<file path="src/slod_pkg.sv">
// Shared types and constants of the scenery level-of-detail selector.
`default_nettype none
package slod_pkg;

   localparam logic [1:0] FUNC_WRITE_THR = 2'd0;
   localparam logic [1:0] FUNC_SET_LEN   = 2'd1;
   localparam logic [1:0] FUNC_QUERY     = 2'd2;

   localparam logic [31:0] VIEW_DIVIDEND = 32'd655360;
   localparam logic [16:0] DEFAULT_DIV   = 17'd4096;
   localparam logic [15:0] PROJ_RESET    = 16'd256;

   typedef enum logic [1:0] {
      OP_THR,
      OP_LEN,
      OP_QUERY,
      OP_NONE
   } op_type;

   typedef struct packed {
      op_type             op;
      logic               list_ok;
      logic               entry_ok;
      logic [5:0]         list_index;
      logic [3:0]         entry_index;
      logic [31:0]        thr_sq;
      logic [4:0]         count;
      logic signed [15:0] qx;
      logic signed [15:0] qy;
      logic signed [15:0] qz;
      logic [15:0]        div;
   } cmd_type;

   typedef enum logic [3:0] {
      ST_CLEAR,
      ST_IDLE,
      ST_DIV_VIEW,
      ST_DIV_K,
      ST_SQUARE,
      ST_MUL1,
      ST_MUL2,
      ST_WALK_RD,
      ST_WALK_CMP,
      ST_DONE
   } state_type;

endpackage
`default_nettype wire

</file>
<file path="src/slod_front.sv">
// Front end: decodes an incoming word into a command for the queue.
`default_nettype none
module slod_front #(
   parameter int LIST_COUNT       = 64,
   parameter int ENTRIES_PER_LIST = 16
) (
   input  wire logic [1:0]  func,
   input  wire logic [5:0]  list_index,
   input  wire logic [3:0]  entry_index,
   input  wire logic [31:0] threshold_word,
   input  wire logic [4:0]  entry_count,
   input  wire logic [31:0] cam_x,
   input  wire logic [31:0] cam_y,
   input  wire logic [31:0] cam_z,
   input  wire logic [15:0] lod_divisor,
   output slod_pkg::cmd_type cmd
);
   logic [17:0] thr_root;
   logic [35:0] thr_root_sq;

   assign thr_root    = threshold_word[31:14];
   assign thr_root_sq = thr_root * thr_root;

   always_comb begin
      cmd.op = slod_pkg::OP_NONE;
      case (func)
         slod_pkg::FUNC_WRITE_THR: cmd.op = slod_pkg::OP_THR;
         slod_pkg::FUNC_SET_LEN:   cmd.op = slod_pkg::OP_LEN;
         slod_pkg::FUNC_QUERY:     cmd.op = slod_pkg::OP_QUERY;
         default:                  cmd.op = slod_pkg::OP_NONE;
      endcase
      cmd.list_ok     = 32'(list_index) < 32'(LIST_COUNT);
      cmd.entry_ok    = 32'(entry_index) < 32'(ENTRIES_PER_LIST);
      cmd.list_index  = list_index;
      cmd.entry_index = entry_index;
      cmd.thr_sq      = thr_root_sq[31:0];
      cmd.count       = (32'(entry_count) > 32'(ENTRIES_PER_LIST)) ?
                        5'(ENTRIES_PER_LIST) : entry_count;
      cmd.qx          = cam_x[29:14];
      cmd.qy          = cam_y[29:14];
      cmd.qz          = cam_z[29:14];
      cmd.div         = lod_divisor;
   end
endmodule
`default_nettype wire

</file>
<file path="config.mk">
export PLATFORM = sky130hd
export DESIGN_NAME = slod_front
export DESIGN_NICKNAME = d
export VERILOG_FILES = /design/src/slod_pkg.sv /design/src/slod_front.sv
export SDC_FILE = /design/constraint.sdc
export NUM_CORES = 1
export LEC_CHECK = 0
export BUFFER_PORTS_ARGS = -buffer_cell sky130_fd_sc_hd__buf_4
export CAP_MARGIN = 30
export CELL_PAD_IN_SITES_DETAIL_PLACEMENT = 0
export CELL_PAD_IN_SITES_GLOBAL_PLACEMENT = 1
export CORE_MARGIN = 1
export CORE_UTILIZATION = 44
export DETAILED_ROUTE_END_ITERATION = 16
export GPL_TIMING_DRIVEN = 0
export PLACE_DENSITY_LB_ADDON = 0.1
export SLEW_MARGIN = 15
export SYNTH_ARGS = -nofsm -noshare
export SYNTH_HDL_FRONTEND = slang
export SYNTH_SLANG_ARGS = --single-unit
</file>
<file path="constraint.sdc">
create_clock -name vclk -period 10.65
set_input_delay 1.065 -clock vclk [all_inputs]
set_output_delay 1.065 -clock vclk [all_outputs]
set_load 0.05 [all_outputs]
</file>
# Word-level counts from Yosys, hierarchy flattened
# Index checks and enable logic that the tools add are counted.
# classes
n_reduce_logical	1
muxes	2
n_eq_ne	2
mul	1
order_cmp	1
# ops
op	n
multiplier 18 x 18 -> 32 bit	1
case mux 2 bit (3 select lines)	1
greater-than comparator 5 bit, second input constant	1
2-to-1 mux 5 bit	1
equality test 2 x 1 -> 1 bit, second input constant	1
equality test 2 bit, second input constant	1
logical NOT 2 bit	1
# word_totals
out_inout_bits	115
ff_bits	0
inputBits	161
wordCells	7

# Logic depth before layout (Yosys ltp)
# Gate-level depths: netlist of run 1.
# depth
word_depth	2
depth_mapped	23
ltp_nobuf	21

# Worst setup path before layout of run 1
# OpenSTA, ideal clock, no wires.
# synth_timing
path_type	input -> output
startpoint	in threshold_word[20]
endpoint	out cmd[90] (netlist bit)
t_required_ns	9.585
arrival_time_ns	7.391
path_buffers	2
setup_slack_ns	2.194
stages	20
cell_sequence	clkbuf_1 -> clkbuf_1 -> nand2_1 -> fa_1 -> inv_1 -> fa_1 -> inv_1 -> fa_1 -> inv_1 -> fa_1 -> fa_1 -> inv_1 -> fa_1 -> inv_1 -> ha_1 -> nand3_1 -> nor2_1 -> o2111ai_1 -> nand3_1 -> o311ai_0
# synth_rtl
element	line_no	text
from (decl)	slod_front.sv:10	input wire logic [31:0] threshold_word,
to (decl)	slod_front.sv:16	output slod_pkg::cmd_type cmd

==> flow_summary.yaml, run 1 <==
cts:
  cts.hold.buffers_added: 0
  post-cts-setup-buffer-count: 0
  cts-resized-gates: 0
worst_hold_path:
  hold_path.class: "in -> out"
  worstHoldStart: "func[1]"
  hold-path-cell-count: 2
synthesis:
  fraction_of_synthesized_cell_area_taken_by_the_top_area_cell_type: 0.449
  yosysWarnings: 0
  yosysTopAreaCell: "sky130_fd_sc_hd__fa_1"
  netlist-cell-type-count: 51
  synthesis.area_mm2: 0.00963
  ys_seq_area_frac: 0
  synthTopCellsByArea: "sky130_fd_sc_hd__fa_1 (45%), sky130_fd_sc_hd__inv_1 (13%), sky130_fd_sc_hd__ha_1 (13%)"
  postSynthAreaPerCell_um2: 8.59
  synthesis.instances: 1121
timing:
  finalCritPeriodShare: 0.827
  finalHoldViolations: 0
  slew-limit-headroom: 0.484
  grt_setup_unrepaired: "false"
  timing.final.max_slew_violations: 0
  fmax_mhz: 114
  final_sum_of_negative_setup_slack_ps: 0
  layout_min_cycle_time_ps: 8810
  report.final.setup_viol: 0
  worst_slew_pin_slew_ps: 774
detailed_routing:
  detail_route.drc_violations: 0
  routed_wirelength_um: 23200
  route.antenna.remaining_nets: 0
  drt-pass1-iter-count: 4
  vias_per_cell: 4.75
  routed_wire_length_per_instance_um: 15.1
  drt_iter0_markers: 236
  route.vias.total: 7270
floorplanning:
  start_util: 0.454
  die_y_extent_um: 150
  core_mm2: 0.0212
  num_io_pins: 276
  fp.dieArea_mm2: 0.0225
  num_rows: 53
  die_x_um: 150
cells_and_area:
  antenna_cells: 0
  finish.cell_count_without_fillers: 1532
  nNetsFinal: 1733
  n_sequential_cell: 0
  layout.cell_area.non_filler_mm2: 0.0110
  layout.filler_cells: 2095
  layout-drive-gt1-share: 0.179
  final-seq-area_um2: 0
  clockBufferCount: 0
  area_delta_synth_final_pct: 14.1
outcome:
  outcome: "completed"
placed_design:
  post_dp_cell_area_mm2: 0.0110
  placed_cells: 1532
  gp_routability_congestion: 0.849
  detailedPlacementHpwl_um: 20300
  io_buffer_count: 135
critical_path:
  cpMostUsedCell: "sky130_fd_sc_hd__fa_1"
  crit_path_cell_trace: "buf_4 -> clkbuf_1 -> clkbuf_1 -> nand2_1 -> fa_1 -> inv_1 -> fa_1 -> inv_1 -> fa_1 -> inv_1 -> fa_1 -> fa_1 -> inv_1 -> fa_1 -> inv_1 -> ha_1 -> nand3_1 -> nor2_1 -> nand4_1 -> a31oi_1 -> a21oi_1 -> xnor2_1 -> buf_4"
  max_stage_delay_ps: 610
  critical-path-slowest-cell: "sky130_fd_sc_hd__clkbuf_1"
  crit_path_launch: "threshold_word[20]"
  crit_end_category: "output pin"
  worst_ep_arrival_time_ps: 7740
  critical_path_class: "in -> out"
  critPathRequiredTime_ps: 9590
  worst-path-max-fanout: 10
  worst_setup_path_start_kind: "input port"
global_routing:
  grt_usage: 0.212
  grt_pass1_vias: 7310
  grt_start_max_net_pins: 11
  first_pass_grt_wire_length_um: 37100
  initial_antenna_violation_count: 0
  grt_remaining_overflow: 0
flow_run:
  reported_max_cap_violation_count: 0
[stage by stage]
| step | utilization | setup slack [ps] | hold slack [ps] |
|---|---|---|---|
| after detailed placement | 0.518 | 1860 | 2370 |
| after floorplan | - | 2190 | 2300 |
| after global placement | 0.518 | 1850 | 2380 |
| after CTS | 0.518 | 1840 | 2380 |
| after global routing | 0.518 | 1510 | 2380 |
| final | 0.518 | 1840 | 2380 |
[synthesized netlist by cell type (3+ instances only)]
cell	n
sky130_fd_sc_hd__a211o_1	3
sky130_fd_sc_hd__a21o_1	7
sky130_fd_sc_hd__a21oi_1	32
sky130_fd_sc_hd__a311o_1	3
sky130_fd_sc_hd__a31oi_1	6
sky130_fd_sc_hd__and2_1	67
sky130_fd_sc_hd__and3_1	5
sky130_fd_sc_hd__buf_2	5
sky130_fd_sc_hd__buf_4	78
sky130_fd_sc_hd__clkbuf_1	23
sky130_fd_sc_hd__fa_1	216
sky130_fd_sc_hd__ha_1	97
sky130_fd_sc_hd__inv_1	330
sky130_fd_sc_hd__mux2i_1	4
sky130_fd_sc_hd__nand2_1	90
sky130_fd_sc_hd__nand3_1	11
sky130_fd_sc_hd__nand4_1	5
sky130_fd_sc_hd__nor2_1	29
sky130_fd_sc_hd__nor2b_1	10
sky130_fd_sc_hd__nor3_1	12
sky130_fd_sc_hd__o211ai_1	4
sky130_fd_sc_hd__o21a_1	3
sky130_fd_sc_hd__o21ai_0	11
sky130_fd_sc_hd__o31ai_1	3
sky130_fd_sc_hd__or3_1	3
sky130_fd_sc_hd__xnor2_1	24
sky130_fd_sc_hd__xor2_1	8
[per-layer routing]
metal  part of all wire  GRT usage  wire length [um]
met1               0.41      0.287              9610
met2               0.53      0.386             12200
met3              0.046     0.0104              1070
met4              0.011     0.0217               258
met5                  0          0                 0
[critical path, delay by kind of cell]
family                     cells  cell delay [ps]
AOI/OAI and AO/OA              2              690
buffers and inverters          9             1580
and+or+nand+nor                4              790
xor gates and xnor gates       1              190
adders and majority gates      7             3420
[logic make-up after synthesis]
kind of cell	count (synthesis)	synth area share
xor+xnor	32	0.0291
fa+ha+maj	313	0.575
buf+inv	437	0.202
compound gates	90	0.0635
simple gates	243	0.126
mux	4	0.00416
other cells	2	0.000780
[path summary, 6_finish.rpt]
kind / to / slack (ps)
max: cmd[95] / 1840
min: cmd[114] / 2380
[cell usage in the layout, fill, tap and decap left out, types with 2 or more instances in the layout]
cell | Yosys | routed
sky130_fd_sc_hd__or3_1 | 3 | 3
sky130_fd_sc_hd__buf_4 | 78 | 213
sky130_fd_sc_hd__fa_1 | 216 | 216
sky130_fd_sc_hd__a21oi_1 | 32 | 32
sky130_fd_sc_hd__o21a_1 | 3 | 3
sky130_fd_sc_hd__mux2i_1 | 4 | 4
sky130_fd_sc_hd__o31ai_1 | 3 | 3
sky130_fd_sc_hd__and3_1 | 5 | 5
sky130_fd_sc_hd__nor3_1 | 12 | 12
sky130_fd_sc_hd__o211ai_1 | 4 | 4
sky130_fd_sc_hd__o21ai_0 | 11 | 11
sky130_fd_sc_hd__a31oi_1 | 6 | 6
sky130_fd_sc_hd__nand4_1 | 5 | 5
sky130_fd_sc_hd__nand2_1 | 90 | 90
sky130_fd_sc_hd__a211oi_1 | 2 | 2
sky130_fd_sc_hd__nor3b_1 | 2 | 2
sky130_fd_sc_hd__nand2b_1 | 2 | 2
sky130_fd_sc_hd__nor2_1 | 29 | 29
sky130_fd_sc_hd__nand3_1 | 11 | 11
sky130_fd_sc_hd__a211o_1 | 3 | 3
sky130_fd_sc_hd__a311o_1 | 3 | 3
sky130_fd_sc_hd__clkbuf_1 | 23 | 23
sky130_fd_sc_hd__and4b_1 | 2 | 2
sky130_fd_sc_hd__a21o_1 | 7 | 7
sky130_fd_sc_hd__nor2b_1 | 10 | 10
sky130_fd_sc_hd__o21bai_1 | 2 | 2
sky130_fd_sc_hd__inv_1 | 330 | 330
sky130_fd_sc_hd__o2111ai_1 | 2 | 2
sky130_fd_sc_hd__buf_2 | 5 | 5
sky130_fd_sc_hd__xor2_1 | 8 | 8
sky130_fd_sc_hd__or2_2 | 2 | 2
sky130_fd_sc_hd__ha_1 | 97 | 97
sky130_fd_sc_hd__xnor2_1 | 24 | 24
sky130_fd_sc_hd__and2_1 | 67 | 67
sky130_fd_sc_hd__conb_1 | 2 | 3
[final cells by class]
| class | instances | area, um2 | area share |
|---|---|---|---|
| inverters | 330 | 1240 | 0.113 |
| repair buffers | 135 | 1010 | 0.0922 |
| multi-input cells | 685 | 7690 | 0.700 |
| well taps | 275 | 344 | 0.0313 |
| plain buffers | 107 | 702 | 0.0639 |
Power of run 1 is not shown: default switching activity piles up to over one toggle a cycle in this logic, so the estimate is an artifact.
==> run 2, diff against run 1 <==
- CORE_UTILIZATION: 44 -> 37
- clock period: 10.65 -> 7.8 ns (I/O delays scaled with it)
==> run 2 against run 1 <==
  * Via count down 1.2%
  * Worst hold slack worse by 570 ps
  * Clock-buffer cell count unchanged
  * Non-clock buffer count down 10
  * Worst setup slack worse by 1600 ps
  * Sequential cell count unchanged
==> flow_summary.yaml, run 2 (synthesis gave the netlist of run 1 again) <==
global_routing:
  grt_start_max_net_pins: 20
  grt_pass1_vias: 7357
  initial_antenna_violation_count: 1
  grt_remaining_overflow: 0
  first_pass_grt_wire_length_um: 37500
  grt_usage: 0.180
cells_and_area:
  clockBufferCount: 0
  layout-drive-gt1-share: 0.188
  layout.cells.most_common: "sky130_fd_sc_hd__inv_1"
  multi_input_area_mm2: 0.00772
  final_util: 0.437
  area_delta_synth_final_pct: 14.9
  nNetsFinal: 1723
  antenna_cells: 0
  final_cell_mix: "sky130_fd_sc_hd__inv_1 (330), sky130_fd_sc_hd__fa_1 (216), sky130_fd_sc_hd__buf_4 (214)"
  final-seq-area_um2: 0
  n_sequential_cell: 0
  layout.filler_cells: 2654
timing:
  finalHoldViolations: 0
  hold_slack_ps: 1800
  layout_min_cycle_time_ps: 7510
  finalCritPeriodShare: 0.963
  report.final.setup_viol: 0
  fmax_mhz: 133
  worst_slew_pin_slew_ps: 589
  grt_setup_unrepaired: "false"
  final_sum_of_negative_setup_slack_ps: 0
  slew-limit-headroom: 0.605
  timing.final.max_slew_violations: 0
floorplanning:
  die_y_extent_um: 163
  fp.dieArea_mm2: 0.0267
  num_io_pins: 276
  num_rows: 58
  die_x_um: 163
  start_util: 0.380
  core_mm2: 0.0253
critical_path:
  cp_num_buf_inv: 9
  max_stage_delay_ps: 540
  critPathRequiredTime_ps: 7020
  worst_setup_path_start_kind: "input port"
  cpMostUsedCell: "sky130_fd_sc_hd__fa_1"
  cp_top_family: "adder cells"
  worst-path-max-fanout: 10
  crit_path_cell_trace: "buf_4 -> clkbuf_4 -> nand2_1 -> inv_1 -> fa_1 -> inv_1 -> fa_1 -> fa_1 -> inv_1 -> fa_1 -> fa_1 -> inv_1 -> fa_1 -> inv_1 -> ha_1 -> buf_2 -> a21oi_2 -> o21ai_0 -> a311o_1 -> nor2b_1 -> or3_1 -> nand3_1 -> buf_4"
  critical-path-slowest-cell: "sky130_fd_sc_hd__fa_1"
  critical_path_class: "in -> out"
  worst_ep_arrival_time_ps: 6730
  crit_end_category: "output pin"
detailed_routing:
  drt-pass1-iter-count: 4
  route.vias.total: 7181
  vias_per_cell: 4.55
  routed_wirelength_um: 23000
  route.antenna.remaining_nets: 0
  drt_iter0_markers: 260
  routed_wire_length_per_instance_um: 14.6
  detail_route.drc_violations: 0
placed_design:
  detailedPlacementHpwl_um: 21000
  gp_routability_congestion: 0.827
  io_buffer_count: 135
cts:
  cts.hold.buffers_added: 0
  post-cts-setup-buffer-count: 0
worst_hold_path:
  hold_path.class: "in -> out"
  worstHoldEndpoint: "cmd[113]"
  worstHoldStart: "func[0]"
  hold-path-cell-count: 2
outcome:
  outcome: "completed"
flow_run:
  reported_max_cap_violation_count: 0
## run 2: worst max-delay path by stage
stage                                  start  cells after the start        to  slack, ps
after floorplan           threshold_word[20]                     21   cmd[98]        370
after global placement    threshold_word[20]                     23   cmd[95]       -660
after detailed placement  threshold_word[20]                     23   cmd[95]       -600
after CTS                 threshold_word[28]                     21  cmd[100]          9
after global routing      threshold_word[30]                     20   cmd[99]         30
final                     threshold_word[22]                     23  cmd[100]        290
## run 2: per-layer routing
metal  global-route usage  wire length, um
met1                0.244            10100
met2                0.331            12100
met5                    0                0
met4               0.0102              119
met3              0.00457              714
## run 2: timing repair
| action | in CTS | in global routing |
|---|---|---|
| pin swaps | 0 | 1 |
| gates resized for setup | 7 | 9 |
| endpoints found under the setup margin | 13 | 11 |
## run 2: metrics by stage
| step | std cells | setup slack, ps | instance area [um2] |
|---|---|---|---|
| 4_1_cts | 1581 | 8.82 | 11100 |
| 5_1_grt | 1577 | 28.1 | 11100 |
| 6_report | 1577 | 289 | 11100 |
| 3_5_place_dp | 1587 | -599 | 11100 |
| 3_3_place_gp | 1587 | -665 | 11100 |
| 2_1_floorplan | 1122 | 374 | 9630 |
## run 2: area by class of cell
class / instances / area share
plain buffers: 97 / 0.0610
multi-input cells: 685 / 0.698
repair buffers: 135 / 0.0916
inverters: 330 / 0.112
well taps: 330 / 0.0373
Power of run 2 is left out for the same reason.
==> run 3, diff against run 2 <==
- RECOVER_POWER: default -> 50
- REMOVE_ABC_BUFFERS: default -> 1
==> run 3 against run 2 <==
  * Sequential share of layout area unchanged
  * Worst setup slack better by 11 ps
  * Design area down 11%
  * Non-clock buffer count down 173
  * Critical path depth down 4
  * Final cell count down 11%
  * Wire length up 29%
  * Worst hold slack worse by 240 ps
  * Critical endpoint is now cmd[90]
  * Largest cell class unchanged
==> flow_summary.yaml, run 3 (synthesis gave the netlist of run 1 again) <==
critical_path:
  crit_path_cell_trace: "buf_4 -> and2_1 -> inv_1 -> fa_1 -> inv_1 -> fa_1 -> inv_1 -> fa_1 -> inv_1 -> fa_1 -> fa_1 -> fa_1 -> ha_1 -> a21oi_1 -> nor2_1 -> a21oi_1 -> nand3_1 -> o311ai_0 -> buf_4"
  cp_num_buf_inv: 6
  crit_end_category: "output pin"
  critPathRequiredTime_ps: 7020
  worst_ep_arrival_time_ps: 6720
  worst_setup_path_start_kind: "input port"
  max_stage_delay_ps: 800
  critical-path-slowest-cell: "sky130_fd_sc_hd__o311ai_0"
  cp_top_family: "adder cells"
  critical_path_class: "in -> out"
  cpMostUsedCell: "sky130_fd_sc_hd__fa_1"
  worst-path-max-fanout: 18
floorplanning:
  start_util: 0.380
  core_mm2: 0.0253
  num_rows: 58
  num_io_pins: 276
  die_y_extent_um: 163
  fp.dieArea_mm2: 0.0267
  die_x_um: 163
timing:
  report.final.setup_viol: 0
  finalHoldViolations: 0
  worst_slew_pin_slew_ps: 945
  grt_setup_unrepaired: "false"
  layout_min_cycle_time_ps: 7500
  final_sum_of_negative_setup_slack_ps: 0
  setup_slack_ps: 299
  slew-limit-headroom: 0.362
  finalCritPeriodShare: 0.962
  timing.final.max_slew_violations: 0
  fmax_mhz: 133
cells_and_area:
  n_sequential_cell: 0
  clockBufferCount: 0
  area_delta_synth_final_pct: 1.73
  final_cell_mix: "sky130_fd_sc_hd__inv_1 (330), sky130_fd_sc_hd__fa_1 (216), sky130_fd_sc_hd__ha_1 (97)"
  final-seq-area_um2: 0
  layout.cells.most_common: "sky130_fd_sc_hd__inv_1"
  finish.cell_count_without_fillers: 1404
  nNetsFinal: 1550
  layout.filler_cells: 2650
  final_util: 0.387
  antenna_cells: 0
  multi_input_area_mm2: 0.00770
  layout-drive-gt1-share: 0.0624
placed_design:
  placement.setup.worst_slack_ps: 182
  detailedPlacementHpwl_um: 25200
  io_buffer_count: 59
  placed_cells: 1404
  gp_routability_congestion: 0.762
detailed_routing:
  routed_wire_length_per_instance_um: 21.2
  routed_wirelength_um: 29800
  route.antenna.remaining_nets: 0
  drt-pass1-iter-count: 5
  vias_per_cell: 4.89
  drt_iter0_markers: 369
  route.vias.total: 6859
  detail_route.drc_violations: 0
global_routing:
  initial_antenna_violation_count: 0
  grt_usage: 0.232
  grt_remaining_overflow: 0
  first_pass_grt_wire_length_um: 45200
  grt_start_max_net_pins: 20
  grt_pass1_vias: 7197
worst_hold_path:
  worstHoldStart: "lod_divisor[8]"
  hold_path.class: "in -> out"
  hold-path-cell-count: 0
  worstHoldEndpoint: "cmd[8]"
flow_run:
  reported_max_cap_violation_count: 0
outcome:
  outcome: "completed"
cts:
  post-cts-setup-buffer-count: 0
-- run 3: per-layer routing --
metal  share of wire  track usage  vias to the layer above  routed length, um
met5           0.013        0.114                        -                377
met2            0.41        0.336                      266              12300
met4           0.012       0.0195                       10                371
li1                -            -                     3130                  -
met3            0.14        0.132                       31               4200
met1            0.42        0.300                     3422              12500
-- run 3: how the worst max path moves through the flow --
stage	start	endpoint	slack [ps]	cells after the start
final	threshold_word[19]	cmd[90]	300	19
after detailed placement	threshold_word[18]	cmd[97]	180	21
after CTS	threshold_word[18]	cmd[97]	150	21
after global routing	threshold_word[18]	cmd[94]	70	20
after global placement	threshold_word[18]	cmd[97]	120	21
after floorplan	threshold_word[24]	cmd[90]	330	18
-- run 3: area by class of cell --
type	count	share of cell area
tap	330	0.0422
inverter	330	0.126
timing repair buffer	59	0.0452
multi-input combinational	685	0.786
-- run 3: timing repair --
item | 4_1_cts | 5_1_grt
resized for setup | 0 | 3
endpoints found under the setup margin | 0 | 3
hold buffers | 0 | 0
-- run 3: stage by stage --
stage                     hold slack, ps  instance area, um2
after floorplan                     1560                8930
after global placement              1560                9790
after detailed placement            1560                9790
after CTS                           1560                9790
after global routing                1560                9790
final                               1560                9790
Power of run 3 is left out for the same reason.
