`src/slod_pkg.sv`:
```
// Shared types and constants of the scenery level-of-detail selector.
`default_nettype none
package slod_pkg;

   localparam logic [1:0] FUNC_WRITE_THR = 2'd0;
   localparam logic [1:0] FUNC_SET_LEN   = 2'd1;
   localparam logic [1:0] FUNC_QUERY     = 2'd2;

   localparam logic [31:0] VIEW_DIVIDEND = 32'd655360;
   localparam logic [16:0] DEFAULT_DIV   = 17'd4096;
   localparam logic [15:0] PROJ_RESET    = 16'd256;

   typedef enum logic [1:0] {
      OP_THR,
      OP_LEN,
      OP_QUERY,
      OP_NONE
   } op_type;

   typedef struct packed {
      op_type             op;
      logic               list_ok;
      logic               entry_ok;
      logic [5:0]         list_index;
      logic [3:0]         entry_index;
      logic [31:0]        thr_sq;
      logic [4:0]         count;
      logic signed [15:0] qx;
      logic signed [15:0] qy;
      logic signed [15:0] qz;
      logic [15:0]        div;
   } cmd_type;

   typedef enum logic [3:0] {
      ST_CLEAR,
      ST_IDLE,
      ST_DIV_VIEW,
      ST_DIV_K,
      ST_SQUARE,
      ST_MUL1,
      ST_MUL2,
      ST_WALK_RD,
      ST_WALK_CMP,
      ST_DONE
   } state_type;

endpackage
`default_nettype wire

```
`src/slod_queue.sv`:
```
// Two-entry command queue between the front and back ends.
`default_nettype none
module slod_queue (
   input  wire logic              clock,
   input  wire logic              reset,
   input  wire logic              push,
   input  slod_pkg::cmd_type      push_cmd,
   input  wire logic              pop,
   output slod_pkg::cmd_type      head_cmd,
   output logic                   empty,
   output logic                   full
);
   slod_pkg::cmd_type slot_ff [2];
   logic       wr_ptr_ff, wr_ptr_in;
   logic       rd_ptr_ff, rd_ptr_in;
   logic [1:0] level_ff, level_in;

   assign empty    = level_ff == 2'd0;
   assign full     = level_ff == 2'd2;
   assign head_cmd = slot_ff[rd_ptr_ff];

   always_comb begin
      wr_ptr_in = push ? ~wr_ptr_ff : wr_ptr_ff;
      rd_ptr_in = pop ? ~rd_ptr_ff : rd_ptr_ff;
      level_in  = level_ff + 2'(push) - 2'(pop);
   end

   always_ff @(posedge clock) begin
      if (reset) begin
         wr_ptr_ff <= 1'b0;
         rd_ptr_ff <= 1'b0;
         level_ff  <= 2'd0;
      end else begin
         wr_ptr_ff <= wr_ptr_in;
         rd_ptr_ff <= rd_ptr_in;
         level_ff  <= level_in;
      end
   end

   always_ff @(posedge clock) begin
      if (push) begin
         slot_ff[wr_ptr_ff] <= push_cmd;
      end
   end
endmodule
`default_nettype wire

```
`config.mk`:
```
export PLATFORM = sky130hd
export DESIGN_NAME = slod_queue
export DESIGN_NICKNAME = d
export VERILOG_FILES = /design/src/slod_pkg.sv /design/src/slod_queue.sv
export SDC_FILE = /design/constraint.sdc
export NUM_CORES = 1
export LEC_CHECK = 0
export BUFFER_PORTS_ARGS = -buffer_cell sky130_fd_sc_hd__buf_4
export CORE_MARGIN = 2
export CORE_UTILIZATION = 45
export DETAILED_ROUTE_END_ITERATION = 12
export PLACE_DENSITY = 0.68
export RECOVER_POWER = 100
export SYNTH_ARGS = -nofsm -noshare
export SYNTH_HDL_FRONTEND = slang
export SYNTH_SLANG_ARGS = --single-unit
export TNS_END_PERCENT = 5
```
`constraint.sdc`:
```
create_clock -name clock -period 14.4 [get_ports clock]
set_input_delay 2.16 -clock clock [delete_from_list [all_inputs] [get_ports clock]]
set_output_delay 2.16 -clock clock [all_outputs]
set_load 0.01 [all_outputs]
```
# Yosys cells after proc, flatten, opt, wreduce, memory -nomap -nowiden
# Memories as Yosys holds them, arrays and structs flattened. A register that Yosys moved wholly into a read port is not among the register bits.
# Index checks and enable logic that the tools add are counted.
[totals]
reg_bits = 4
mem_bits_rw = 230
inputBits = 119
output_inout_bits = 117
elab_cells = 14
mem_count = 1
[classes]
n_addsub = 2
eq_ne = 1
n_mux = 4
bitwise_logic = 2
n_reduce_logical = 1
[mem_list]
columns = ["name", "words", "width", "rd", "rd_ports_with_merged_regs", "wr", "line", "text"]
rows = [
  ["slot_ff", 2, 115, 1, 1, 1, "slod_queue.sv:13", "slod_pkg::cmd_type slot_ff [2];"],
]
[op_table]
columns = ["operator", "n"]
rows = [
  ["two-way mux 1 bit", 4],
  ["adder 2 x 1 -> 2 bit", 1],
  ["equality test 2 bit (second input constant)", 1],
  ["logical NOT 2 bit", 1],
  ["inverter 1 bit", 2],
  ["subtractor 2 x 1 -> 2 bit", 1],
]

# Longest topological paths before layout
# Gate-level depths: netlist (run 1).
[depth]
ltp_word = 3
depth_mapped = 6
depth_no_buf = 6

# Least setup slack after synthesis (run 1)
# No wires, ideal clock.
[synth_path]
path_type = "input to register"
startpoint = "input push"
endpoint = "memory slot_ff[0][0] (netlist bit), enable pin"
setup_time_ns = 0.604
t_arrival_ns = 7.153
t_required_ns = 13.796
setup_slack_ns = 6.643
path_stages = 1
path_buffers = 0
path_cell_list = "nor2b_1"
[synth_via]
elab_chain_len = 2
[synth_rtl]
columns = ["element", "line", "text"]
rows = [
  ["start: declaration", "slod_queue.sv:6", "input wire logic push,"],
  ["two-way mux 1 bit", "slod_queue.sv:41", "if (push) begin"],
  ["two-way mux 1 bit (not written as such)", "slod_queue.sv:42", "slot_ff[wr_ptr_ff] <= push_cmd;"],
  ["end: declaration", "slod_queue.sv:13", ""],
]
# No other way between the ends.

==> results of run 1 <==
routing by layer:
layer  wire, um  vias to the layer above  GRT usage
met3       1630                       29     0.0570
met1       6660                     2129      0.180
met2       7750                      180      0.255
met4        325                        0     0.0360
li1           -                     2013          -
met5          0                        -          0
flip-flops by register name, indices dropped and copies added, names as in the netlist, named ones only:
signal and count:
wr_ptr_ff 1, level_ff 2, slot_ff 230, rd_ptr_ff 1
final cells by class:
class	count	area [um^2]
tap	260	325
inverter	2	7.51
sequential	235	7010
fill	1507	7930
multi-input combinational	129	1410
clock inverter	13	65.1
clock buffer	30	644
timing repair buffer	239	1440
cells by family after synthesis:
family	count (synthesis)
buffers and inverters	15
DFF	235
adders and majority gates	2
muxes	115
and+or+nand+nor	9
xor gates and xnor gates	3
Yosys cell counts:
cell type / count
edfxtp_1: 230
mux2_2: 65
mux2_4: 50
buf_6: 7
buf_2: 6
dfxtp_1: 5
nor2_1: 5
nor2b_1: 3
ha_1: 2
inv_1: 2
xnor2_1: 2
and2_1: 1
xnor3_1: 1
where the power goes:
part	leakage, nW	internal, W	switching [W]
registers	2.20	0.000803	0.0000158
logic	1.30	0.0000820	0.0000837
clock network	0.352	0.000317	0.000238
through the flow:
step	setup slack (ps)	total power, W	std cells
after floorplan	6640	0.000935	379
after global placement	9850	0.00103	865
after detailed placement	9820	0.00103	865
after CTS	9250	0.00159	908
after global routing	5840	0.00160	908
final	6460	0.00154	908
how the worst max path moves through the flow:
stage / startpoint / to / slack, ps
2_1_floorplan: push / slot_ff[0][0]$_DFFE_PP_ / 6640
3_3_place_gp: flip-flop / head_cmd[42] / 9850
3_5_place_dp: flip-flop / head_cmd[42] / 9820
4_1_cts: flip-flop / head_cmd[42] / 9250
5_1_grt: flip-flop / head_cmd[39] / 5840
6_report: flip-flop / head_cmd[42] / 6460
worst min-delay path, cell delays in order, from the launching register on:
cell and delay [ps]:
dfxtp_1 330, xnor2_1 90, nor2_1 70
==> impl_metrics.py, run 1 <==
metrics = {
    "status": {
        "status": "finished, violations left",
        "failed_checks": "capacitance limit, slew limit",
    },
    "die": {
        "core_area_um2": 18800,
        "die_x_um": 143,
        "initial_core_util": 0.463,
        "dieArea_um2": 20500,
        "num_rows": 50,
        "die_h_um": 143,
        "io_pins": 236,
    },
    "sta": {
        "final-hold-violation-count": 0,
        "rsz0062_at_grt": "no",
        "period_share": 0.551,
        "fin_crit_ps": 7940,
        "skew_ps": 10.1,
        "hold_ws_ps": 520,
        "tns_ps": 0,
        "max_freq_mhz": 126,
        "worst_slew_pin_slew_ps": 4060,
        "setup_viol": 0,
        "slew_violations": 353,
        "slew_headroom": -1.70,
    },
    "yosys": {
        "ys.warnings.count": 0,
        "synthAdderAreaFrac": 0.00287,
        "syn_area_um2": 8710,
        "yosysUniqueCellTypes": 13,
        "synth.area.mux_share": 0.170,
        "syn_avg_cell_area_um2": 23.0,
        "synth_fp_nets": 500,
        "ys_seq_area_frac": 0.804,
        "post_synth_xor_area_fraction": 0.00459,
        "synth_top_area_frac": 0.793,
        "yosysTopAreaCell": "edfxtp_1",
        "ys_ff_latch": 235,
        "synth_compound_area_frac": 0,
        "netlist_instances": 379,
        "synthTopCellsByArea": "edfxtp_1, mux2_4, mux2_2, dfxtp_1, buf_6",
        "synth_top_family_by_area": "multiplexers",
        "synth-simple-area-share": 0.00503,
    },
    "global_routing": {
        "grt_pass1_vias": 4552,
        "grt_pass1_wl_um": 23700,
        "track_usage": 0.150,
        "grt_overflow": 0,
        "antenna_found_initial": 0,
        "grt_max_degree": 73,
    },
    "placement": {
        "io_buffer_count": 235,
        "placed_area_um2": 10700,
        "hpwlAfterDp_um": 10600,
        "place_congestion": 0.708,
    },
    "finish": {
        "drive_gt1_frac": 0.361,
        "layout_common_cells": "edfxtp_1, clkbuf_1, clkbuf_4, buf_4, mux2_1",
        "antenna_cells": 0,
        "fin_util": 0.579,
        "final_area_um2": 10900,
        "layout.nets": 753,
        "area_delta_synth_final_pct": 25.1,
        "mostFrequentLayoutCell": "edfxtp_1",
    },
    "worst_setup_path": {
        "cp_common_cell": "clkbuf_1",
        "cp_num_cells": 3,
        "r2r-start": "wr_ptr_ff$_SDFFE_PP0P_",
        "cp_top_family": "buffers and inverters",
        "cp_num_buf_inv": 2,
        "critical_path_required_ps": 12240,
        "cp-end-kind": "output port",
        "reg2reg_to": "slot_ff[1][54]$_DFFE_PP_",
        "reg2reg_slack_ps": 8300,
        "start_kind": "flip-flop",
        "r2r_cells": 2,
        "slowest_delay_ps": 2510,
        "slowest_stage": "clkbuf_1",
        "worstPathArrival_ps": 5780,
        "criticalPathCategory": "flip-flop to output port",
        "path_cells": "clkbuf_1, mux2_2, clkbuf_1",
        "crit_fanout": 61,
    },
    "clock_tree": {
        "ctsHtreeMaxLevel": 1,
        "clk_path_buf_depth": 3,
        "cts_setup_buffers": 0,
        "path_clk_slew_ps": 60,
        "clk_latency_ps": 510,
        "cts_hold_buf": 0,
        "cts.repair.resized": 0,
        "cts_tree": "yes",
        "cts_root_buffer": "clkbuf_16",
        "numCtsBuffers": 25,
        "cts.sinks": 235,
    },
    "route": {
        "viasPerCell": 4.79,
        "vias": 4351,
        "drc": 0,
        "routed_wl_um": 16400,
        "drtPass1Iterations": 4,
        "wire_per_inst_um": 18.0,
        "first_iter_violations": 167,
        "postRouteAntennaNets": 0,
    },
    "run": {
        "maxCapViolations": 6,
    },
    "hold_path": {
        "min_path_cells": 2,
        "worstHoldPathType": "flip-flop to flip-flop",
        "hp-start": "rd_ptr_ff$_SDFFE_PP0P_",
    },
    "pwr": {
        "leakagePower_nw": 3.85,
        "power_density_nw_per_um2": 141,
        "peakVddDrop_uv": 104,
    },
}
Note: power is estimated with default switching activity, not from simulation.
==> run 2, diff against run 1 <==
--- a/config.mk
+++ b/config.mk
@@ -5,6 +5,7 @@
 export SDC_FILE = /design/constraint.sdc
 export NUM_CORES = 1
 export LEC_CHECK = 0
+export ABC_AREA = 1
 export BUFFER_PORTS_ARGS = -buffer_cell sky130_fd_sc_hd__buf_4
 export CORE_MARGIN = 2
 export CORE_UTILIZATION = 45
==> constraint.sdc (replaced) <==
create_clock -name clock -period 8.3 [get_ports clock]
set_input_delay 1.245 -clock clock [delete_from_list [all_inputs] [get_ports clock]]
set_output_delay 1.245 -clock clock [all_outputs]
set_load 0.01 [all_outputs]
==> run 2 against run 1 <==
The flow still finishes with violations (capacitance limit, slew limit); clock-buffer cell count did not move; combinational power up 60%; total power grew 81%; largest power group unchanged.
==> impl_metrics.py, run 2 <==
metrics = {
    "worst_setup_path": {
        "criticalPathCategory": "input pin to flip-flop",
        "crit_fanout": 66,
        "start_kind": "input pin",
        "critical_path_required_ps": 8320,
        "cp-end-kind": "flip-flop",
        "worstPathArrival_ps": 5710,
    },
    "yosys": {
        "synth_top_area_frac": 0.792,
        "ys_ff_latch": 235,
        "synth_fp_nets": 510,
        "synth.area.mux_share": 0.170,
        "synth_compound_area_frac": 0.000574,
        "yosysUniqueCellTypes": 14,
        "syn_avg_cell_area_um2": 22.4,
        "synth_common_cells": "edfxtp_1, mux2_2, mux2_4, inv_1, nor2_1",
        "post_synth_xor_area_fraction": 0.00100,
        "yosysTopAreaCell": "edfxtp_1",
        "syn_area_um2": 8720,
        "synth_most_common_cell": "edfxtp_1",
        "synthTopCellsByArea": "edfxtp_1, mux2_4, mux2_2, dfxtp_1, buf_6",
        "synth-simple-area-share": 0.00631,
        "async_flop_share": 0,
        "netlist_instances": 389,
        "synth-edff-count": 230,
        "synth_top_family_by_area": "multiplexers",
        "synthAdderAreaFrac": 0.00287,
        "ys_seq_area_frac": 0.803,
        "ys.flop_type": "edfxtp_1",
        "ys.warnings.count": 0,
    },
    "clock_tree": {
        "cts_hold_buf": 0,
        "ctsHtreeMaxLevel": 1,
        "cts_setup_buffers": 0,
        "path_clk_slew_ps": 60,
        "numCtsBuffers": 25,
        "clk_path_buf_depth": 3,
        "cts.sinks": 235,
        "clk_latency_ps": 510,
        "cts_root_buffer": "clkbuf_16",
        "cts.repair.resized": 0,
        "cts_tree": "yes",
    },
    "sta": {
        "skew_ps": 11.5,
        "setup_viol": 0,
        "slew_headroom": -1.58,
        "slew_violations": 296,
        "rsz0062_at_grt": "no",
        "period_share": 0.685,
        "max_freq_mhz": 176,
        "tns_ps": 0,
        "fin_crit_ps": 5690,
        "worst_slew_pin_slew_ps": 3870,
        "final-hold-violation-count": 0,
    },
    "hold_path": {
        "worstHoldPathType": "flip-flop to flip-flop",
    },
    "pwr": {
        "peakVddDrop_uv": 175,
        "power_density_nw_per_um2": 253,
        "leakagePower_nw": 3.93,
    },
    "global_routing": {
        "grt_pass1_vias": 4643,
        "grt_overflow": 0,
        "track_usage": 0.155,
        "grt_pass1_wl_um": 24700,
        "grt_max_degree": 67,
        "antenna_found_initial": 0,
    },
    "run": {
        "maxCapViolations": 5,
    },
    "finish": {
        "drive_gt1_frac": 0.372,
        "mostFrequentLayoutCell": "edfxtp_1",
        "top_regs": "slot_ff: 230 flops, level_ff: 2 flops",
        "antenna_cells": 0,
        "layout.nets": 763,
        "final_area_um2": 11000,
        "largest_register_ffs": 230,
        "area_delta_synth_final_pct": 26.7,
        "regMostFlops": "slot_ff",
        "layout_common_cells": "edfxtp_1, clkbuf_1, clkbuf_4, buf_4, mux2_2",
    },
    "placement": {
        "place_congestion": 0.761,
        "hpwlAfterDp_um": 10800,
        "placed_area_um2": 10700,
        "io_buffer_count": 235,
    },
    "route": {
        "first_iter_violations": 159,
        "vias": 4418,
        "drtPass1Iterations": 6,
        "postRouteAntennaNets": 0,
        "wire_per_inst_um": 18.0,
        "routed_wl_um": 16600,
        "viasPerCell": 4.80,
        "drc": 0,
    },
    "die": {
        "io_pins": 236,
        "dieArea_um2": 20500,
        "num_rows": 50,
        "initial_core_util": 0.462,
        "core_area_um2": 18900,
        "die_x_um": 143,
        "die_h_um": 143,
    },
    "status": {
        "status": "finished, violations left",
        "failed_checks": "capacitance limit, slew limit",
    },
}
==> run 2: report_power, final <==
part	internal (W)	total, W	switching (W)	leakage [nW]
Sequential	0.00138	0.00141	0.0000256	2.20
Clock	0.000682	0.00112	0.000437	0.410
Combinational	0.000130	0.000265	0.000135	1.32
Total	0.00219	0.00279	0.000598	3.93
==> run 2: area by class of cell <==
cell class                 instances  area [um^2]
fill                            1517         7850
sequential                       235         7010
timing repair buffer             239         1440
multi-input combinational        133         1400
clock buffer                      30          644
tap                              260          325
clock inverter                    16          194
inverter                           8         31.3
==> run 2: per-stage QoR <==
step	hold WS, ps	total power [W]	util	instances	setup slack [ps]
after CTS	524	0.00288	0.613	921	4040
after global placement	496	0.00175	0.569	875	4660
after floorplan	480	0.00159	-	389	1610
final	530	0.00279	0.585	921	2610
after detailed placement	499	0.00176	0.569	875	4600
after global routing	563	0.00290	0.585	921	2060
==> run 2: path summary, 6_finish.rpt <==
kind	cells past startpoint	end	slack, ps	from
min reg2reg	2	rd_ptr_ff$_SDFFE_PP0P_	530	rd_ptr_ff$_SDFFE_PP0P_
max reg2reg	3	slot_ff[1][84]$_DFFE_PP_	3130	wr_ptr_ff$_SDFFE_PP0P_
min	2	rd_ptr_ff$_SDFFE_PP0P_	530	rd_ptr_ff$_SDFFE_PP0P_
max	4	slot_ff[1][84]$_DFFE_PP_	2610	push
==> run 2: logic make-up after synthesis <==
kind of cell,after synthesis
simple gates,14
mux,115
flops,235
compound gates,1
fa+ha+maj,2
xor+xnor,1
buf+inv,21
==> run 2: per-layer routing <==
| metal | routed length, um | GRT usage | part of all wire | vias to the layer above |
|---|---|---|---|---|
| met5 | 0 | 0 | 0 | - |
| met4 | 338 | 0.0366 | 0.020 | 0 |
| met3 | 1770 | 0.0617 | 0.11 | 30 |
| met2 | 8040 | 0.261 | 0.48 | 172 |
| met1 | 6470 | 0.191 | 0.39 | 2174 |
| li1 | - | - | - | 2042 |
==> run 2: worst max-delay path, stage by stage <==
cell	delay, ps
clkbuf_1	160
nand2_1	90
clkinvlp_2	1350
clkbuf_1	2750
==> run 3, diff against run 2 <==
--- a/config.mk
+++ b/config.mk
@@ -5,12 +5,12 @@
 export SDC_FILE = /design/constraint.sdc
 export NUM_CORES = 1
 export LEC_CHECK = 0
-export ABC_AREA = 1
+export ABC_AREA = 0
 export BUFFER_PORTS_ARGS = -buffer_cell sky130_fd_sc_hd__buf_4
 export CORE_MARGIN = 2
 export CORE_UTILIZATION = 45
 export DETAILED_ROUTE_END_ITERATION = 12
-export PLACE_DENSITY = 0.68
+export PLACE_DENSITY = 0.71
 export RECOVER_POWER = 100
 export SYNTH_ARGS = -nofsm -noshare
 export SYNTH_HDL_FRONTEND = slang
==> constraint.sdc (replaced) <==
create_clock -name clock -period 4.6 [get_ports clock]
set_input_delay 0.69 -clock clock [delete_from_list [all_inputs] [get_ports clock]]
set_output_delay 0.69 -clock clock [all_outputs]
set_load 0.01 [all_outputs]
==> run 3 against run 2 <==
Critical endpoint is now head_cmd[4]; worst hold slack got worse by 140 ps; highest routed layer unchanged; largest cell class unchanged; sequential power up 82%; critical path type is now flip-flop to output port; sequential share of layout area increased by 0.47 points; largest power group unchanged; the flow still finishes with violations (capacitance limit, slew limit); routed wire length grew 0.87%; via count down 0.68%; final cell count is 1.5% lower; die area barely moved; non-clock buffer count unchanged.
==> impl_metrics.py, run 3 (same netlist as run 1, synthesis figures left out) <==
metrics = {
    "status": {
        "status": "finished, violations left",
        "failed_checks": "capacitance limit, slew limit",
    },
    "sta": {
        "fin_crit_ps": 3530,
        "max_freq_mhz": 284,
        "setup_viol": 0,
        "hold_ws_ps": 394,
        "tns_ps": 0,
        "slew_violations": 201,
        "skew_ps": 10.5,
        "rsz0062_at_grt": "no",
        "final-hold-violation-count": 0,
        "worst_slew_pin_slew_ps": 3070,
        "slew_headroom": -1.04,
        "period_share": 0.767,
    },
    "finish": {
        "drive_gt1_frac": 0.376,
        "mostFrequentLayoutCell": "edfxtp_1",
        "fill_cells": 1536,
        "antenna_cells": 0,
        "fin_util": 0.583,
        "layout_common_cells": "edfxtp_1, clkbuf_1, clkbuf_4, mux2_2, buf_4",
        "regMostFlops": "slot_ff",
        "largest_register_ffs": 230,
        "top_regs": "slot_ff: 230 flops, level_ff: 2 flops",
        "stdcell_count": 907,
        "area_delta_synth_final_pct": 25.9,
        "layout.nets": 752,
    },
    "placement": {
        "io_buffer_count": 235,
        "place_congestion": 0.755,
        "hpwlAfterDp_um": 11000,
        "dp.cells": 865,
    },
    "route": {
        "viasPerCell": 4.84,
        "drtPass1Iterations": 5,
        "wire_per_inst_um": 18.5,
        "drc": 0,
        "postRouteAntennaNets": 0,
        "first_iter_violations": 228,
        "routed_wl_um": 16800,
        "vias": 4388,
    },
    "pwr": {
        "internal-power_w": 0.00391,
        "sw_frac_of_total": 0.214,
        "power.total_w": 0.00498,
        "seq_power_share": 0.514,
        "p_switching_w": 0.00106,
        "clockPowerShare": 0.383,
        "leakagePower_nw": 3.88,
        "power_density_nw_per_um2": 454,
        "peakVddDrop_uv": 344,
        "combPwrFrac": 0.103,
    },
    "worst_setup_path": {
        "path_cells": "clkbuf_4, mux2_2, clkbuf_1",
        "cp_num_buf_inv": 2,
        "reg2reg_slack_ps": 1340,
        "cp-end-kind": "output port",
        "cp_top_family": "buffers and inverters",
        "slowest_stage": "clkbuf_4",
        "critical_path_required_ps": 3910,
        "slowest_delay_ps": 910,
        "crit_fanout": 71,
        "start_kind": "flip-flop",
        "worstPathArrival_ps": 2840,
        "criticalPathCategory": "flip-flop to output port",
    },
    "die": {
        "die_x_um": 143,
        "initial_core_util": 0.463,
        "core_area_um2": 18800,
        "die_h_um": 143,
        "num_rows": 50,
        "dieArea_um2": 20500,
        "io_pins": 236,
    },
    "clock_tree": {
        "ctsHtreeMaxLevel": 1,
        "clk_path_buf_depth": 3,
        "cts_root_buffer": "clkbuf_16",
        "path_clk_slew_ps": 60,
        "cts.repair.resized": 0,
        "cts_setup_buffers": 0,
        "clk_latency_ps": 500,
        "cts_hold_buf": 0,
        "cts.sinks": 235,
        "cts_tree": "yes",
        "numCtsBuffers": 24,
    },
    "global_routing": {
        "track_usage": 0.157,
        "grt_max_degree": 116,
        "grt_overflow": 0,
        "grt_pass1_wl_um": 24700,
        "antenna_found_initial": 0,
        "grt_pass1_vias": 4762,
    },
    "hold_path": {
        "worstHoldPathType": "input pin to flip-flop",
    },
    "run": {
        "maxCapViolations": 2,
    },
}
==> run 3: changes by cell type in the layout (fill, tap and decap cells not counted), moves of 3 or more <==
cell / change
inv_1: -5
mux2_1: -5
buf_4: -3
mux2_2: +4
nand2_1: -4
clkinv_1: +3
==> run 3: path summary, 6_finish.rpt <==
| check | endpoint | startpoint | depth (start not counted) |
|---|---|---|---|
| max | head_cmd[4] | flip-flop | 3 |
| max reg2reg | slot_ff[1][62]$_DFFE_PP_ | wr_ptr_ff$_SDFFE_PP0P_ | 2 |
| min | level_ff[0]$_SDFF_PP0_ | reset | 2 |
| min reg2reg | rd_ptr_ff$_SDFFE_PP0P_ | rd_ptr_ff$_SDFFE_PP0P_ | 2 |
==> run 3: worst register-to-register path, stage by stage (launching register included) <==
cell and delay (ps):
dfxtp_1 390, and2_2 1580, clkbuf_1 900
==> run 3: final cells by class <==
type	count	area, um^2	area share
Clock buffer	28	637	0.0580
Clock inverter	14	144	0.0131
Inverter	2	7.51	0.000684
Multi-Input combinational cell	129	1420	0.130
Sequential cell	235	7010	0.639
Tap cell	260	325	0.0296
Timing Repair Buffer	239	1420	0.130
==> run 3: power by group through the flow <==
stage	registers, W	logic, W	clock network, W
6_report	0.00256	0.000515	0.00190
5_1_grt	0.00257	0.000560	0.00204
4_1_cts	0.00256	0.000644	0.00195
3_5_place_dp	0.00260	0.000641	0
3_3_place_gp	0.00259	0.000628	0
2_1_floorplan	0.00258	0.000341	0
==> run 3: through the flow <==
step / worst slack (ps) / cell area, um^2
finish: 1070 / 11000
detailed placement: 2020 / 10800
global placement: 2040 / 10800
global route: 875 / 11000
floorplan: 473 / 8720
CTS: 1490 / 11500
==> run 3: layer usage <==
layer / vias up / global-route usage / part of all wire
met1: 2142 / 0.188 / 0.38
met4: 0 / 0.0526 / 0.026
met3: 45 / 0.0694 / 0.11
li1: 2011 / - / -
met5: - / 0 / 0
met2: 190 / 0.256 / 0.48
